$ cat src/rtl/smci_pkg.sv
package smci_pkg;

  // Received bytes with a meaning of their own.
  localparam logic [7:0] NL_BYTE   = 8'h0A;
  localparam logic [7:0] OP_REL    = 8'h72;  // 'r'
  localparam logic [7:0] OP_ABS    = 8'h61;  // 'a'
  localparam logic [7:0] OP_QUERY  = 8'h70;  // 'p'
  localparam logic [7:0] MOT_FWD   = 8'h46;  // 'F'
  localparam logic [7:0] MOT_REV   = 8'h56;  // 'V'
  localparam logic [7:0] MOT_LEFT  = 8'h4C;  // 'L'
  localparam logic [7:0] MOT_RIGHT = 8'h52;  // 'R'
  localparam logic [7:0] MOT_STOP  = 8'h53;  // 'S'
  localparam logic [7:0] MOT_KEEP  = 8'h00;

  // Motor line patterns.
  localparam logic [5:0] LINES_FWD   = 6'h2D;
  localparam logic [5:0] LINES_REV   = 6'h36;
  localparam logic [5:0] LINES_LEFT  = 6'h2E;
  localparam logic [5:0] LINES_RIGHT = 6'h35;
  localparam logic [5:0] LINES_STOP  = 6'h24;
  localparam logic [5:0] EN_BITS     = 6'h24;

  localparam int unsigned LINE_LEN = 5;
  localparam int unsigned CNT_W    = 3;

  // Configuration register indexes.
  localparam logic [2:0] CFG_S1_MIN = 3'd0;
  localparam logic [2:0] CFG_S1_MAX = 3'd1;
  localparam logic [2:0] CFG_S2_MIN = 3'd2;
  localparam logic [2:0] CFG_S2_MAX = 3'd3;
  localparam logic [2:0] CFG_S3_MIN = 3'd4;
  localparam logic [2:0] CFG_S3_MAX = 3'd5;
  localparam logic [2:0] CFG_BASE   = 3'd6;

  localparam logic [14:0] S1_RESET = 15'd1500;
  localparam logic [14:0] S2_RESET = 15'd1350;
  localparam logic [14:0] S3_RESET = 15'd1050;

  typedef struct packed {
    logic        is_nl;
    logic [7:0]  op;
    logic [7:0]  p1;
    logic [7:0]  p2;
    logic [7:0]  p3;
    logic [7:0]  motor;
  } cmd_t;

  typedef struct packed {
    logic [14:0] s1_min;
    logic [14:0] s1_max;
    logic [14:0] s2_min;
    logic [14:0] s2_max;
    logic [14:0] s3_min;
    logic [14:0] s3_max;
    logic [14:0] base;
  } cfg_t;

  typedef struct packed {
    logic [14:0] servo1_pos;
    logic [14:0] servo2_pos;
    logic [14:0] servo3_pos;
    logic [5:0]  motor_lines;
    logic [14:0] query_position;
    logic        query_valid;
    logic        line_done;
  } res_t;

endpackage

$ cat src/rtl/servo_motor_command_interpreter.sv
// Servo and motor command interpreter.
// Input channel: one received serial byte per word on in_rx_byte, taken when
// in_push is high and in_full is low. Bytes build a command line of up to five
// bytes (opcode, three signed servo steps, motor byte); a newline runs it.
// Result channel: every input byte yields exactly one result word: the three
// servo positions and motor lines after that byte, a query report for a 'p'
// line, and line_done for a newline. It is valid while out_empty is low and
// is taken with out_pop.
// Configuration: cfg_index selects one of the seven limit and base registers,
// cfg_data is written when cfg_valid is high; cfg_ready is always high.
// A byte taken is written into the command queue, and its result is written into
// the result queue when that word is popped. Throughput: one byte per cycle while
// in_full is low; the add and clamp in the execute stage are combinational.
// A two-word queue sits between the line assembler and the execute stage and
// another holds results, so input keeps flowing while the receiver stalls
// until both queues are full; then in_full rises.
// Reset: synchronous, active low; clears both queues and the line, loads the
// default limits and servo positions and clears the motor lines.
module servo_motor_command_interpreter (
  input  logic        clk,
  input  logic        rst_n,
  input  logic        in_push,
  input  logic [7:0]  in_rx_byte,
  output logic        in_full,
  output logic        out_empty,
  input  logic        out_pop,
  output logic [14:0] out_servo1_pos,
  output logic [14:0] out_servo2_pos,
  output logic [14:0] out_servo3_pos,
  output logic [5:0]  out_motor_lines,
  output logic [14:0] out_query_position,
  output logic        out_query_valid,
  output logic        out_line_done,
  input  logic        cfg_valid,
  output logic        cfg_ready,
  input  logic [2:0]  cfg_index,
  input  logic [14:0] cfg_data
);
  import smci_pkg::*;

  cfg_t  cfg_r;
  cmd_t  cmd_in;
  cmd_t  cmd_out;
  res_t  res_in;
  res_t  res_out;
  logic  cmd_push;
  logic  cmd_full;
  logic  cmd_empty;
  logic  cmd_pop;
  logic  res_push;
  logic  res_full;

  assign cfg_ready = 1'b1;

  always_ff @(posedge clk) begin
    if (!rst_n) begin
      cfg_r <= '{s1_min: 15'd1000, s1_max: 15'd2000, s2_min: 15'd1350,
                 s2_max: 15'd1650, s3_min: 15'd1050, s3_max: 15'd1500,
                 base: 15'd1000};
    end else if (cfg_valid && cfg_ready) begin
      case (cfg_index)
        CFG_S1_MIN: cfg_r.s1_min <= cfg_data;
        CFG_S1_MAX: cfg_r.s1_max <= cfg_data;
        CFG_S2_MIN: cfg_r.s2_min <= cfg_data;
        CFG_S2_MAX: cfg_r.s2_max <= cfg_data;
        CFG_S3_MIN: cfg_r.s3_min <= cfg_data;
        CFG_S3_MAX: cfg_r.s3_max <= cfg_data;
        CFG_BASE:   cfg_r.base   <= cfg_data;
        default:    ;
      endcase
    end
  end

  smci_front u_front (
    .clk        (clk),
    .rst_n      (rst_n),
    .in_push    (in_push),
    .in_rx_byte (in_rx_byte),
    .in_full    (in_full),
    .cmd_push   (cmd_push),
    .cmd_data   (cmd_in),
    .cmd_full   (cmd_full)
  );

  smci_fifo #(.W($bits(cmd_t))) u_cmd_q (
    .clk   (clk),
    .rst_n (rst_n),
    .push  (cmd_push),
    .wdata (cmd_in),
    .full  (cmd_full),
    .pop   (cmd_pop),
    .rdata (cmd_out),
    .empty (cmd_empty)
  );

  smci_back u_back (
    .clk       (clk),
    .rst_n     (rst_n),
    .cfg       (cfg_r),
    .cmd_empty (cmd_empty),
    .cmd_data  (cmd_out),
    .cmd_pop   (cmd_pop),
    .res_full  (res_full),
    .res_push  (res_push),
    .res_data  (res_in)
  );

  smci_fifo #(.W($bits(res_t))) u_res_q (
    .clk   (clk),
    .rst_n (rst_n),
    .push  (res_push),
    .wdata (res_in),
    .full  (res_full),
    .pop   (out_pop),
    .rdata (res_out),
    .empty (out_empty)
  );

  assign out_servo1_pos     = res_out.servo1_pos;
  assign out_servo2_pos     = res_out.servo2_pos;
  assign out_servo3_pos     = res_out.servo3_pos;
  assign out_motor_lines    = res_out.motor_lines;
  assign out_query_position = res_out.query_position;
  assign out_query_valid    = res_out.query_valid;
  assign out_line_done      = res_out.line_done;

endmodule

$ cat src/rtl/smci_fifo.sv
module smci_fifo #(
  parameter int unsigned W = 8
) (
  input  logic         clk,
  input  logic         rst_n,
  input  logic         push,
  input  logic [W-1:0] wdata,
  output logic         full,
  input  logic         pop,
  output logic [W-1:0] rdata,
  output logic         empty
);

  logic [W-1:0] mem_r [2];
  logic         wr_ptr_r;
  logic         rd_ptr_r;
  logic [1:0]   count_r;
  logic [1:0]   count_nxt;
  logic         do_push;
  logic         do_pop;

  assign full    = (count_r == 2'd2);
  assign empty   = (count_r == 2'd0);
  assign do_push = push && !full;
  assign do_pop  = pop && !empty;
  assign rdata   = mem_r[rd_ptr_r];

  always_comb begin
    count_nxt = count_r;
    if (do_push && !do_pop) begin
      count_nxt = count_r + 2'd1;
    end else if (do_pop && !do_push) begin
      count_nxt = count_r - 2'd1;
    end
  end

  always_ff @(posedge clk) begin
    if (!rst_n) begin
      wr_ptr_r <= 1'b0;
      rd_ptr_r <= 1'b0;
      count_r  <= 2'd0;
    end else begin
      count_r <= count_nxt;
      if (do_push) begin
        wr_ptr_r <= !wr_ptr_r;
      end
      if (do_pop) begin
        rd_ptr_r <= !rd_ptr_r;
      end
    end
  end

  always_ff @(posedge clk) begin
    if (do_push) begin
      mem_r[wr_ptr_r] <= wdata;
    end
  end

  a_count_range: assert property (@(posedge clk) disable iff (!rst_n)
    count_r != 2'd3)
    else $error("queue count out of range");

  a_ptr_match: assert property (@(posedge clk) disable iff (!rst_n)
    (count_r == 2'd0 || count_r == 2'd2) |-> (wr_ptr_r == rd_ptr_r))
    else $error("queue pointers disagree with count");

  a_push_lands: assert property (@(posedge clk) disable iff (!rst_n)
    (do_push && !do_pop) |=> !empty)
    else $error("queue empty after a word was written");

endmodule

$ cat src/rtl/smci_front.sv
module smci_front (
  input  logic               clk,
  input  logic               rst_n,
  input  logic               in_push,
  input  logic [7:0]         in_rx_byte,
  output logic               in_full,
  output logic               cmd_push,
  output smci_pkg::cmd_t     cmd_data,
  input  logic               cmd_full
);
  import smci_pkg::*;

  logic [7:0]       line_r [LINE_LEN];
  logic [CNT_W-1:0] cnt_r;
  logic             accept;
  logic             is_nl;

  assign in_full  = cmd_full;
  assign accept   = in_push && !cmd_full;
  assign is_nl    = (in_rx_byte == NL_BYTE);
  assign cmd_push = accept;

  // Every byte produces a word with the stored line; only a newline word acts on it.
  assign cmd_data = '{is_nl: is_nl, op: line_r[0], p1: line_r[1], p2: line_r[2],
                      p3: line_r[3], motor: line_r[4]};

  always_ff @(posedge clk) begin
    if (!rst_n) begin
      cnt_r <= '0;
      for (int i = 0; i < LINE_LEN; i++) begin
        line_r[i] <= '0;
      end
    end else if (accept) begin
      if (is_nl) begin
        cnt_r <= '0;
        for (int i = 0; i < LINE_LEN; i++) begin
          line_r[i] <= '0;
        end
      end else if (cnt_r < CNT_W'(LINE_LEN)) begin
        line_r[cnt_r] <= in_rx_byte;
        cnt_r         <= cnt_r + CNT_W'(1);
      end
    end
  end

  a_nl_clears: assert property (@(posedge clk) disable iff (!rst_n)
    (accept && is_nl) |=> (cnt_r == '0 && line_r[0] == 8'h00))
    else $error("line not cleared after newline");

  a_cnt_bound: assert property (@(posedge clk) disable iff (!rst_n)
    cnt_r <= CNT_W'(LINE_LEN))
    else $error("line count beyond line length");

  a_stall_holds: assert property (@(posedge clk) disable iff (!rst_n)
    (in_push && cmd_full) |=> $stable(cnt_r))
    else $error("line changed while the queue was full");

endmodule

$ cat src/rtl/smci_back.sv
module smci_back (
  input  logic               clk,
  input  logic               rst_n,
  input  smci_pkg::cfg_t     cfg,
  input  logic               cmd_empty,
  input  smci_pkg::cmd_t     cmd_data,
  output logic               cmd_pop,
  input  logic               res_full,
  output logic               res_push,
  output smci_pkg::res_t     res_data
);
  import smci_pkg::*;

  logic [14:0] servo1_r, servo1_nxt;
  logic [14:0] servo2_r, servo2_nxt;
  logic [14:0] servo3_r, servo3_nxt;
  logic [5:0]  motor_r, motor_nxt;
  logic [14:0] qpos;
  logic        qvalid;
  logic        is_move;

  function automatic logic [16:0] target(input logic [14:0] start, input logic [7:0] p);
    logic signed [16:0] step;
    step = $signed({{6{p[7]}}, p, 3'b000});
    return 17'($signed({2'b00, start}) + step);
  endfunction

  // Max test first, so crossed limits resolve to max.
  function automatic logic [14:0] clamp(input logic [16:0] v, input logic [14:0] lo,
                                        input logic [14:0] hi);
    logic [14:0] r;
    if ($signed(v) > $signed({2'b00, hi})) begin
      r = hi;
    end else if ($signed(v) < $signed({2'b00, lo})) begin
      r = lo;
    end else begin
      r = v[14:0];
    end
    return r;
  endfunction

  assign cmd_pop  = !cmd_empty && !res_full;
  assign res_push = cmd_pop;
  assign is_move  = cmd_data.is_nl && (cmd_data.op == OP_REL || cmd_data.op == OP_ABS);

  always_comb begin
    servo1_nxt = servo1_r;
    servo2_nxt = servo2_r;
    servo3_nxt = servo3_r;
    motor_nxt  = motor_r;
    qpos       = '0;
    qvalid     = 1'b0;
    if (cmd_data.is_nl) begin
      if (cmd_data.op == OP_REL) begin
        servo1_nxt = clamp(target(servo1_r, cmd_data.p1), cfg.s1_min, cfg.s1_max);
        servo2_nxt = clamp(target(servo2_r, cmd_data.p2), cfg.s2_min, cfg.s2_max);
        servo3_nxt = clamp(target(servo3_r, cmd_data.p3), cfg.s3_min, cfg.s3_max);
      end else if (cmd_data.op == OP_ABS) begin
        servo1_nxt = clamp(target(cfg.base, cmd_data.p1), cfg.s1_min, cfg.s1_max);
        servo2_nxt = clamp(target(cfg.base, cmd_data.p2), cfg.s2_min, cfg.s2_max);
        servo3_nxt = clamp(target(cfg.base, cmd_data.p3), cfg.s3_min, cfg.s3_max);
      end else if (cmd_data.op == OP_QUERY) begin
        qvalid = 1'b1;
        if (cmd_data.p1 != 8'h00) begin
          qpos = servo1_r;
        end else if (cmd_data.p2 != 8'h00) begin
          qpos = servo2_r;
        end else if (cmd_data.p3 != 8'h00) begin
          qpos = servo3_r;
        end
      end
      case (cmd_data.motor)
        MOT_FWD:   motor_nxt = LINES_FWD;
        MOT_REV:   motor_nxt = LINES_REV;
        MOT_LEFT:  motor_nxt = LINES_LEFT;
        MOT_RIGHT: motor_nxt = LINES_RIGHT;
        MOT_STOP:  motor_nxt = LINES_STOP;
        MOT_KEEP:  motor_nxt = motor_r;
        default:   motor_nxt = motor_r & ~EN_BITS;
      endcase
    end
  end

  assign res_data = '{servo1_pos: servo1_nxt, servo2_pos: servo2_nxt,
                      servo3_pos: servo3_nxt, motor_lines: motor_nxt,
                      query_position: qpos, query_valid: qvalid,
                      line_done: cmd_data.is_nl};

  always_ff @(posedge clk) begin
    if (!rst_n) begin
      servo1_r <= S1_RESET;
      servo2_r <= S2_RESET;
      servo3_r <= S3_RESET;
      motor_r  <= '0;
    end else if (cmd_pop) begin
      servo1_r <= servo1_nxt;
      servo2_r <= servo2_nxt;
      servo3_r <= servo3_nxt;
      motor_r  <= motor_nxt;
    end
  end

  a_plain_byte_keeps: assert property (@(posedge clk) disable iff (!rst_n)
    (cmd_pop && !cmd_data.is_nl) |=>
      ($stable(servo1_r) && $stable(servo2_r) && $stable(servo3_r) && $stable(motor_r)))
    else $error("state changed on a byte that is not a newline");

  a_query_no_move: assert property (@(posedge clk) disable iff (!rst_n)
    (cmd_pop && qvalid) |-> (!is_move && servo1_nxt == servo1_r))
    else $error("query command moved a servo");

  a_no_pop_holds: assert property (@(posedge clk) disable iff (!rst_n)
    !cmd_pop |=> ($stable(servo1_r) && $stable(motor_r)))
    else $error("state changed without a command");

endmodule

$ cat config.mk
export PLATFORM = sky130hd
export DESIGN_NAME = servo_motor_command_interpreter
export DESIGN_NICKNAME = d
export VERILOG_FILES = /design/src/rtl/smci_pkg.sv /design/src/rtl/servo_motor_command_interpreter.sv /design/src/rtl/smci_fifo.sv /design/src/rtl/smci_front.sv /design/src/rtl/smci_back.sv
export SDC_FILE = /design/constraint.sdc
export NUM_CORES = 1
export LEC_CHECK = 0
export BUFFER_PORTS_ARGS = -buffer_cell sky130_fd_sc_hd__buf_2
export CORE_UTILIZATION = 40
export CTS_CLUSTER_DIAMETER = 200
export DETAILED_ROUTE_END_ITERATION = 7
export GPL_TIMING_DRIVEN = 1
export HOLD_SLACK_MARGIN = 0.02
export PLACE_DENSITY = 0.65
export REMOVE_ABC_BUFFERS = 1
export SKIP_CTS_REPAIR_TIMING = 1
export SLEW_MARGIN = 25
export SYNTH_ARGS = -nofsm -noshare
export SYNTH_HDL_FRONTEND = slang
export SYNTH_HIERARCHICAL = 1
export SYNTH_SLANG_ARGS = --single-unit
$ cat constraint.sdc
create_clock -name clk -period 12.2 [get_ports clk]
set_input_delay 2.44 -clock clk [delete_from_list [all_inputs] [get_ports clk]]
set_output_delay 2.44 -clock clk [all_outputs]
set_load 0.05 [all_outputs]
## After elaboration in Yosys (flattened, before gate mapping)

Memories as Yosys holds them, arrays and structs flattened. A register that Yosys moved wholly into a read port is not among the register bits.
Cells that the tools add are included.

- Bits in registers: 167
- Memory bits (writable): 258
- Input bits: 31
- Memories kept: 3

- Add/subtract/negate cells: 11
- Order comparisons: 13
- Equal/unequal tests: 17
- Mux-type cells: 66
- Bitwise gates (word level): 5
- Reductions and logical operators: 41

Memory list:

| memory | words | bits a word | read ports | clocked after Yosys merged registers in | write ports | RTL line | RTL |
|---|---|---|---|---|---|---|---|
| u_res_q.mem_r | 2 | 68 | 1 | 1 | 1 | smci_fifo.sv:14 | `logic [W-1:0] mem_r [2];` |
| u_cmd_q.mem_r | 2 | 41 | 1 | 1 | 1 | smci_fifo.sv:14 |  |
| u_front.line_r | 5 | 8 | 5 | 0 | 5 | smci_front.sv:13 | `logic [7:0] line_r [LINE_LEN];` |

Operators by type and width:

| operator | number |
|---|---|
| 15-bit two-way mux | 28 |
| 16-bit by 11-bit adder with 17-bit output | 6 |
| 17-bit by 16-bit > comparator with 1-bit output | 6 |
| 17-bit by 16-bit less-than comparator with 1-bit output | 6 |
| 8-bit by 7-bit equality test with 1-bit output (second input constant) | 8 |
| 8-bit two-way mux | 6 |
| 6-bit one-hot mux with 6 select lines | 1 |
| 8-bit nonzero test | 3 |
| 1-bit two-way mux | 23 |
| 2-bit AND reduction | 8 |
| 1-bit logical NOT | 12 |
| 1-bit logical AND | 10 |
| 3-bit equality test (second input constant) | 3 |
| 3-bit two-way mux | 3 |
| 8-bit by 4-bit equality test with 1-bit output (second input constant) | 1 |
| 8-bit logical NOT | 1 |
| 2-bit two-way mux | 4 |
| 8-bit OR reduction | 1 |
| 3-bit by 2-bit equality test with 1-bit output (second input constant) | 2 |
| 6-bit two-way mux | 1 |
| 2-bit nonzero test | 3 |
| 1-bit bitwise OR | 5 |
| 2-bit by 1-bit adder with 2-bit output (second input constant) | 2 |
| 2-bit equality test (second input constant) | 2 |
| other kinds (6) | 8 |

## Logic depth before layout (Yosys ltp)

Gate-level depths: netlist (run 1).

- Depth in word-level cells: 8
- Gate-level depth with buffers: 25
- Depth with buffers taken out: 21

## By module

Netlist (run 1), hierarchy kept.

By module, submodules not included:

| module | instances | cells an instance | area an instance (um2) | seq. area each (um2) |
|---|---|---|---|---|
| smci_back | 1 | 1724 | 12986.2 | 1021.0 |
| smci_fifo at u_res_q | 1 | 237 | 5217.5 | 4184.0 |
| servo_motor_command_interpreter | 1 | 380 | 4015.1 | 2102.0 |
| smci_fifo at u_cmd_q | 1 | 153 | 3183.1 | 2562.5 |
| smci_front | 1 | 140 | 1824.2 | 1261.2 |

## Least setup slack after synthesis (run 1)

No wires, ideal clock.

- Kind: reg-to-reg
- Start: reg (tool-made name)
- End: mem u_res_q/mem_r[0][32] (netlist name), data pin
- Setup time: 0.260 ns
- Arrival: 5.125 ns
- Required time: 11.940 ns
- Slack: 6.815 ns
- Cell stages (with the launch flop): 24
- Path buffers: 3
- Clock period less this slack: 5.385 ns
- Cells stage by stage: dfxtp_1 > buf_2 > buf_2 > mux2_2 > ha_1 > fa_1 > a211oi_2 > o21ai_1 > nor2b_4 > or3_1 > a21oi_1 > xnor2_1 > ha_1 > or3_1 > o21ai_0 > a21oi_1 > a211oi_1 > a2111o_1 > o311a_1 > buf_2 > mux2_2 > a21oi_1 > o22ai_1 > a22o_1

RTL lines:

| element | RTL line |
|---|---|
| end, declared | smci_fifo.sv:14 |

==> results of run 1 <==
## layer usage
layer | track usage, % | part of all wire, % | vias up
li1 | - | - | 10027
met3 | 3.35 | 7.0 | 216
met4 | 13.1 | 5.2 | 0
met2 | 44.1 | 45 | 940
met1 | 36.0 | 43 | 10958
met5 | 0 | 0 | -
## critical path: stages (launching register included)
cell and delay [ns]:
dfxtp_2 0.31, buf_4 0.47, mux2_2 0.44, ha_1 0.24
fa_1 0.44, a211oi_2 0.26, o21ai_1 0.12, nor2b_4 0.14
or3_1 0.36, a21oi_1 0.19, xnor2_1 0.30, ha_1 0.35
or3_1 0.34, o21ai_0 0.09, a21oi_1 0.06, a211oi_1 0.58
a2111o_1 0.27, o311a_1 0.49, mux2_2 0.39, a21oi_1 0.15
o22ai_1 0.12, a22o_1 0.22
## kinds of logic (layout without fill, tap and decap cells)
| group | count (synthesis) | in the layout | synth area share [%] |
|---|---|---|---|
| xor gates and xnor gates | 71 | 71 | 2.34 |
| adders and majority gates | 261 | 261 | 12.2 |
| other | 1 | 1 | 0.0138 |
| buffers and inverters | 248 | 366 | 3.90 |
| muxes | 277 | 277 | 11.0 |
| AOI/OAI and AO/OA | 698 | 698 | 17.9 |
| and+or+nand+nor | 651 | 651 | 11.8 |
| DFF | 427 | 427 | 40.9 |
## synth_stat cells, types with 8 or more instances
master | n | share of area [%]
edfxtp_1 | 258 | 28
ha_1 | 255 | 12
nand2_1 | 209 | 2.9
nor2_1 | 173 | 2.4
dfxtp_1 | 169 | 12
a21oi_1 | 165 | 3.0
mux2i_1 | 156 | 5.7
inv_1 | 134 | 1.8
o21ai_0 | 120 | 2.2
mux2_2 | 97 | 4.0
nor2b_1 | 67 | 1.5
clkbuf_1 | 56 | 0.77
a21o_1 | 48 | 1.3
xnor2_1 | 46 | 1.5
a211oi_1 | 41 | 1.1
nor3_1 | 39 | 0.72
a22o_1 | 38 | 1.2
nand3_1 | 32 | 0.59
buf_2 | 29 | 0.53
o211ai_1 | 27 | 0.74
o21a_1 | 25 | 0.69
xor2_1 | 23 | 0.74
o21ai_1 | 22 | 0.40
a22oi_1 | 20 | 0.55
mux2_4 | 20 | 1.1
o22ai_1 | 19 | 0.44
nand4_1 | 18 | 0.41
o21bai_1 | 17 | 0.47
nand2b_1 | 15 | 0.34
and3_1 | 13 | 0.30
a31oi_1 | 12 | 0.28
and2_1 | 11 | 0.25
buf_4 | 11 | 0.30
o221ai_1 | 11 | 0.35
a211o_1 | 10 | 0.32
or3_1 | 10 | 0.23
a221oi_1 | 9 | 0.29
o31ai_1 | 9 | 0.25
nand3b_1 | 8 | 0.22
nor4_1 | 8 | 0.18
## area by class of cell
type	instances	area (µm²)
clock buffer	69	1430
clock inverter	23	246
fill	6307	37000
inverter	139	522
multi-input combinational	1959	15100
sequential	427	11100
tap	873	1090
timing repair buffer	135	766
## path summary, 6_finish.rpt
kind                                     to  cells past startpoint
max          u_res_q/mem_r[0][32]$_DFFE_PP_                     21
min reg2reg  u_cmd_q/mem_r[1][25]$_DFFE_PP_                      0
max reg2reg  u_res_q/mem_r[0][32]$_DFFE_PP_                     21
min          u_cmd_q/mem_r[1][25]$_DFFE_PP_                      0
## per-stage QoR
stage	worst slack [ns]	power (mW)	instances	hold slack, ns
2_1_floorplan	5.40	5.10	2525	0.421
3_3_place_gp	5.74	6.36	3533	0.423
3_5_place_dp	5.72	6.44	3533	0.432
4_1_cts	5.67	7.99	3625	0.442
5_1_grt	5.24	8.46	3625	0.456
6_report	5.58	8.06	3625	0.442
## state kept, by name (all words and copies together), names as in the netlist, 2 cells and up, named ones only
name	count
u_res_q/mem_r	136
u_front/line_r	40
u_front/cnt_r	3
u_back/motor_r	6
u_res_q/count_r	2
cfg_r	105
u_cmd_q/mem_r	82
u_back/servo3_r	15
u_back/servo2_r	15
u_cmd_q/count_r	2
u_back/servo1_r	15
## report_power, final
| group | leakage (nW) | internal (mW) | switching, mW |
|---|---|---|---|
| sequential | 3.76 | 1.80 | 0.0944 |
| clock | 0.812 | 0.904 | 0.623 |
| combinational | 7.75 | 1.58 | 3.06 |
==> results.txt, run 1 <==
CTS buffer count: 49
Fin util: 45.1%
Reg clk slew, reported paths: 0.06 ns
P_leak: 12.3 nW
# diodes: 0
Slew HR: 13.3%
DR pass1 iterations: 6
Setup CP Type: flop to flop
Max Cap Viol: 0
Warnings from Yosys: 6
# H-tree levels: 2
TritonCTS clock tree: built
CP endpoint kind: flop
Commonest non-fill, non-tap cell in the layout: edfxtp_1
Share of synthesized registers carrying an async set or reset: 0%
Antenna-violating nets left: 0
Most frequent cells in the layout: 258 x edfxtp_1, 255 x ha_1, 209 x nand2_1
Period minus WS final: 6.62 ns
Hpwl dp: 71100 µm
Area Overhead vs Synth: 11.3%
I/O pin count: 102
Die height: 263 µm
Setup violators final: 0
Die Width: 263 µm
First-pass GRT wire length: 141000 µm
Detailed Route WL: 96200 µm
# nets final: 3003
Worst R2R Setup Slack: 5.58 ns
Cell Area, Placed: 28600 µm²
Initial antenna violation count: 1
Mapped Cells: 2634
VDD IR-drop max: 0.149 mV
Pwr dens: 266 nW/µm²
Final Hold Vio Count: 0
Final Skew: 0.0265 ns
Die area: 69100 µm²
Core ar.: 67300 µm²
Largest net degree at the start of global routing: 73
Sink Count: 427
Total track usage: 27.2%
Vias: 22141
Number of global-route vias before repair: 21741
Clk root buf: clkbuf_16
Post-synth EDFFs: 258
Synth Flop Type: edfxtp_1
Max frequency: 151 MHz
Max FO, Critical Path: 41
Max-slew violation count: 0
Layout cells sized above 1: 14.4%
Site Rows: 95
Initial Util: 40.5%
Post-Syn Area per Cell: 10.3 µm²
Data arrival time at the worst-slack endpoint: 6.96 ns
Clock Latency Late Sink: 0.61 ns
Hold Crit Class: flop to flop
Netlist cell types: 111
Initial DRC count: 2178
Hold Crit Start: u_front/line_r[1][1]$_SDFFCE_PN0P_
Gr ovfl total: 0
Status: completed
Required @ worst endpoint: 12.54 ns
Setup_tns: 0 ns
Via-to-Cell Ratio: 6.11
DRC Markers: 0
Final Cycle Share: 54.3%
Yosys reg bits: 427
Wire length per cell: 26.5 µm
RSZ-0062 raised after global routing: no
GPL Wtd Cong: 1.01
Mapped Area: 27200 µm²
Least-Margin Pin Slew: 1.30 ns
CP Launch Type: flop
Clk buf depth: 3
PortBufs: 100
Final instance area: 30300 µm²
Sequential-to-total area share from yosys stat: 40.9%
Power figures use the tool's default switching activity.
==> run 2: changes to the inputs <==
--- a/config.mk
+++ b/config.mk
@@ -5,6 +5,7 @@
 export SDC_FILE = /design/constraint.sdc
 export NUM_CORES = 1
 export LEC_CHECK = 0
+export ABC_AREA = 1
 export BUFFER_PORTS_ARGS = -buffer_cell sky130_fd_sc_hd__buf_2
 export CORE_UTILIZATION = 40
 export CTS_CLUSTER_DIAMETER = 200
==> constraint.sdc (replaced) <==
create_clock -name clk -period 6.1 [get_ports clk]
set_input_delay 1.22 -clock clk [delete_from_list [all_inputs] [get_ports clk]]
set_output_delay 1.22 -clock clk [all_outputs]
set_load 0.05 [all_outputs]
==> results.txt, run 2 <==
Status: completed
Initial antenna violation count: 0 (-1)
Least-Margin Pin Slew: 0.991 ns (-0.306 ns)
Die Width: 271 µm (+3.2%)
Final Cycle Share: 84.3% (+30 points)
Antenna-violating nets left: 0 (unchanged)
Top reg by flops: u_res_q/mem_r
Largest net degree at the start of global routing: 71 (-2.7%)
# diodes: 0 (unchanged)
Dpl cells: 4644 (+31%)
Mapped Cells: 3698 (+40%)
Hold Crit Class: flop to flop
Number of global-route vias before repair: 23202 (+6.7%)
Die height: 271 µm (+3.2%)
VDD IR-drop max: 0.417 mV (+180%)
Pwr dens: 627 nW/µm² (+140%)
Area Overhead vs Synth: 9.42%
Net Switching: 10.2 mW (+170%)
Mapped Area: 29000 µm² (+6.6%)
Initial DRC count: 2646 (+21%)
Yosys reg bits: 427 (unchanged)
Slew HR: 33.9% (+21 points)
CP endpoint kind: flop
Layout cells sized above 1: 10.3% (-4.1 points)
Total track usage: 24.6% (-2.6 points)
Area of the multi-input gates: 15500 µm² (+2.6%)
Die area: 73600 µm² (+6.5%)
Max FO, Critical Path: 14 (-66%)
Warnings from Yosys: 6 (unchanged)
Setup WS post-layout: 0.960 ns (-4.62 ns)
CP Launch Type: flop
Commonest non-fill, non-tap cell in the layout: nand2_1
Max reg flops: 136 (unchanged)
FF-to-FF path depth: 25 (+19%)
Cell taking the most area after synthesis: edfxtp_1
Vias: 25312 (+14%)
Hold Crit Start: u_front/line_r[4][6]$_SDFFCE_PN0P_
PortBufs: 100 (unchanged)
GPL Wtd Cong: 0.986 (-2.1%)
Commonest cells in the synthesized netlist: 993 x nand2_1, 478 x nand3_1, 427 x inv_1
Net Sw Frac: 51.5% (+4.6 points)
Power, Total: 19.9 mW (+150%)
Fin util: 44.3% (-0.73 points)
Dpl ws: 1.04 ns (-4.68 ns)
Gr ovfl total: 0 (unchanged)
Initial Util: 40.5% (+0.044 points)
Max frequency: 195 MHz (+29%)
Final Skew: 0.0271 ns (+0.000594 ns)
Post-synth top area share: 26.7% (-1.8 points)
Sequential-to-total area share from yosys stat: 38.4% (-2.5 points)
Seq pwr share: 22.2% (-1.3 points)
Sink Count: 427 (unchanged)
P_leak: 15.1 nW (+22%)
Required @ worst endpoint: 6.44 ns (-6.10 ns)
Max Cap Viol: 0 (unchanged)
Final Hold Vio Count: 0 (unchanged)
Via-to-Cell Ratio: 5.35 (-12%)
Clk buf depth: 3 (unchanged)
Core ar.: 71600 µm² (+6.4%)
RSZ-0062 raised after global routing: no
Final Non-Filler Cells: 4732 (+31%)
DR pass1 iterations: 6 (unchanged)
Cell with the most instances after synthesis: nand2_1
Clk pwr share: 14.7% (-4.2 points)
Detailed Route WL: 92300 µm (-4.1%)
Clk root buf: clkbuf_16
Fill count: 7251 (+15%)
Data arrival time at the worst-slack endpoint: 5.48 ns (-1.48 ns)
Setup CP Type: flop to flop
Most frequent cells in the layout: 993 x nand2_1, 478 x nand3_1, 427 x inv_1
Worst R2R Setup Slack: 0.96 ns (-4.62 ns)
Setup violators final: 0 (unchanged)
Hpwl dp: 69400 µm (-2.3%)
Hold Path Depth: 0 (unchanged)
Netlist cell types: 56 (-50%)
Gate power share: 63.1% (+5.5 points)
Final instance area: 31700 µm² (+4.7%)
Sequential Area: 11100 µm² (unchanged)
Clock Latency Late Sink: 0.62 ns (about the same)
Worst Hold End: u_cmd_q/mem_r[0][6]$_DFFE_PP_
Synth Flop Type: edfxtp_1
Site Rows: 98 (+3.2%)
Share of synthesized registers carrying an async set or reset: 0% (unchanged)
# nets final: 4035 (+34%)
Post-Syn Area per Cell: 7.84 µm² (-24%)
Period minus WS final: 5.14 ns (-1.48 ns)
Dominant cells by area after synthesis: edfxtp_1 27%, nand2_1 13%, dfxtp_1 12%
I/O pin count: 102 (unchanged)
Post-synth EDFFs: 258 (unchanged)
Reg clk slew, reported paths: 0.06 ns (about the same)
TritonCTS clock tree: built
Cell Area, Placed: 30200 µm² (+5.4%)
Max-slew violation count: 0 (unchanged)
Wire length per cell: 19.5 µm (-27%)
Biggest regs: u_res_q/mem_r (136), cfg_r (105), u_cmd_q/mem_r (82)
DRC Markers: 0 (unchanged)
CTS buffer count: 47 (-4.1%)
Worst R2R End: u_res_q/mem_r[1][40]$_DFFE_PP_
First-pass GRT wire length: 140000 µm (-0.64%)
# H-tree levels: 2 (unchanged)
Pint: 9.67 mW (+130%)
-- run 2: changes by cell type in the layout (fill, tap and decap cells not counted), moves of 39 or more --
| cell | change |
|---|---|
| a211oi_1 | -39 |
| a21o_1 | -42 |
| inv_1 | +293 |
| mux2_2 | -49 |
| mux2_4 | +40 |
| mux2i_1 | -156 |
| nand2_1 | +784 |
| nand3_1 | +447 |
| nor2_1 | +172 |
| nor2b_1 | -67 |
| o21ai_0 | -51 |
-- run 2: how the worst max path moves through the flow --
stage                                                end  slack, ns  depth (start not counted)
final                     u_res_q/mem_r[1][40]$_DFFE_PP_       0.96                         25
after global routing      u_res_q/mem_r[1][44]$_DFFE_PP_       0.58                         25
after CTS                 u_res_q/mem_r[1][40]$_DFFE_PP_       1.03                         22
after detailed placement  u_res_q/mem_r[1][40]$_DFFE_PP_       1.04                         25
after global placement    u_res_q/mem_r[0][48]$_DFFE_PP_       1.07                         22
after floorplan            u_res_q/mem_r[1][0]$_DFFE_PP_      -0.45                          4
-- run 2: kinds of logic after synthesis --
| group | count (synthesis) | share of synthesized area, % |
|---|---|---|
| mux | 109 | 5.01 |
| fa+ha+maj | 261 | 11.4 |
| xor+xnor | 56 | 1.69 |
| buf+inv | 563 | 8.30 |
| flops | 427 | 38.4 |
| compound gates | 325 | 6.18 |
| simple gates | 1956 | 29.0 |
| other cells | 1 | 0.0129 |
-- run 2: critical path: stages, from the launching register on --
cell,delay [ns]
dfxtp_2,0.42
buf_4,0.25
mux2_4,0.37
ha_1,0.26
fa_1,0.42
nand3_1,0.09
nand2_1,0.12
nand2_1,0.09
nand3_1,0.10
nand2_1,0.10
nand2_1,0.05
nand2_1,0.05
nand2_1,0.16
ha_1,0.33
nand2_1,0.06
inv_1,0.09
nand4_1,0.11
or2_2,0.28
nand2_1,0.06
nand2_1,0.29
nand2_1,0.52
inv_1,0.20
nor2_1,0.14
nor2_1,0.05
nor2_1,0.15
a21boi_1,0.11
-- run 2: metal layers --
layer / vias up / global-route usage, % / share of wire [%]
li1: 12339 / - / -
met4: 0 / 6.93 / 3.0
met1: 11857 / 34.7 / 45
met5: - / 0 / 0
met2: 965 / 39.3 / 44
met3: 151 / 3.25 / 7.2
-- run 2: power by group through the flow --
stage / combinational (mW) / clock, mW / sequential, mW
after floorplan: 9.08 / 0 / 4.30
final: 12.6 / 2.92 / 4.42
after global routing: 13.9 / 3.09 / 4.48
after CTS: 12.4 / 2.98 / 4.41
after detailed placement: 12.3 / 0 / 4.47
after global placement: 12.3 / 0 / 4.45
-- run 2: metrics by stage --
| stage | hold WS, ns | TNS (ns) |
|---|---|---|
| after global placement | 0.424 | 0 |
| after detailed placement | 0.430 | 0 |
| after CTS | 0.443 | 0 |
| after floorplan | 0.421 | -64.46 |
| final | 0.443 | 0 |
| after global routing | 0.451 | 0 |
-- run 2: cell type report --
type	instances	share of cell area (%)
Clock buffer	63	4.16
Clock inverter	25	0.836
Inverter	437	5.18
Multi-Input combinational cell	2708	48.9
Sequential cell	427	35.1
Tap cell	950	3.74
Timing Repair Buffer	122	2.10
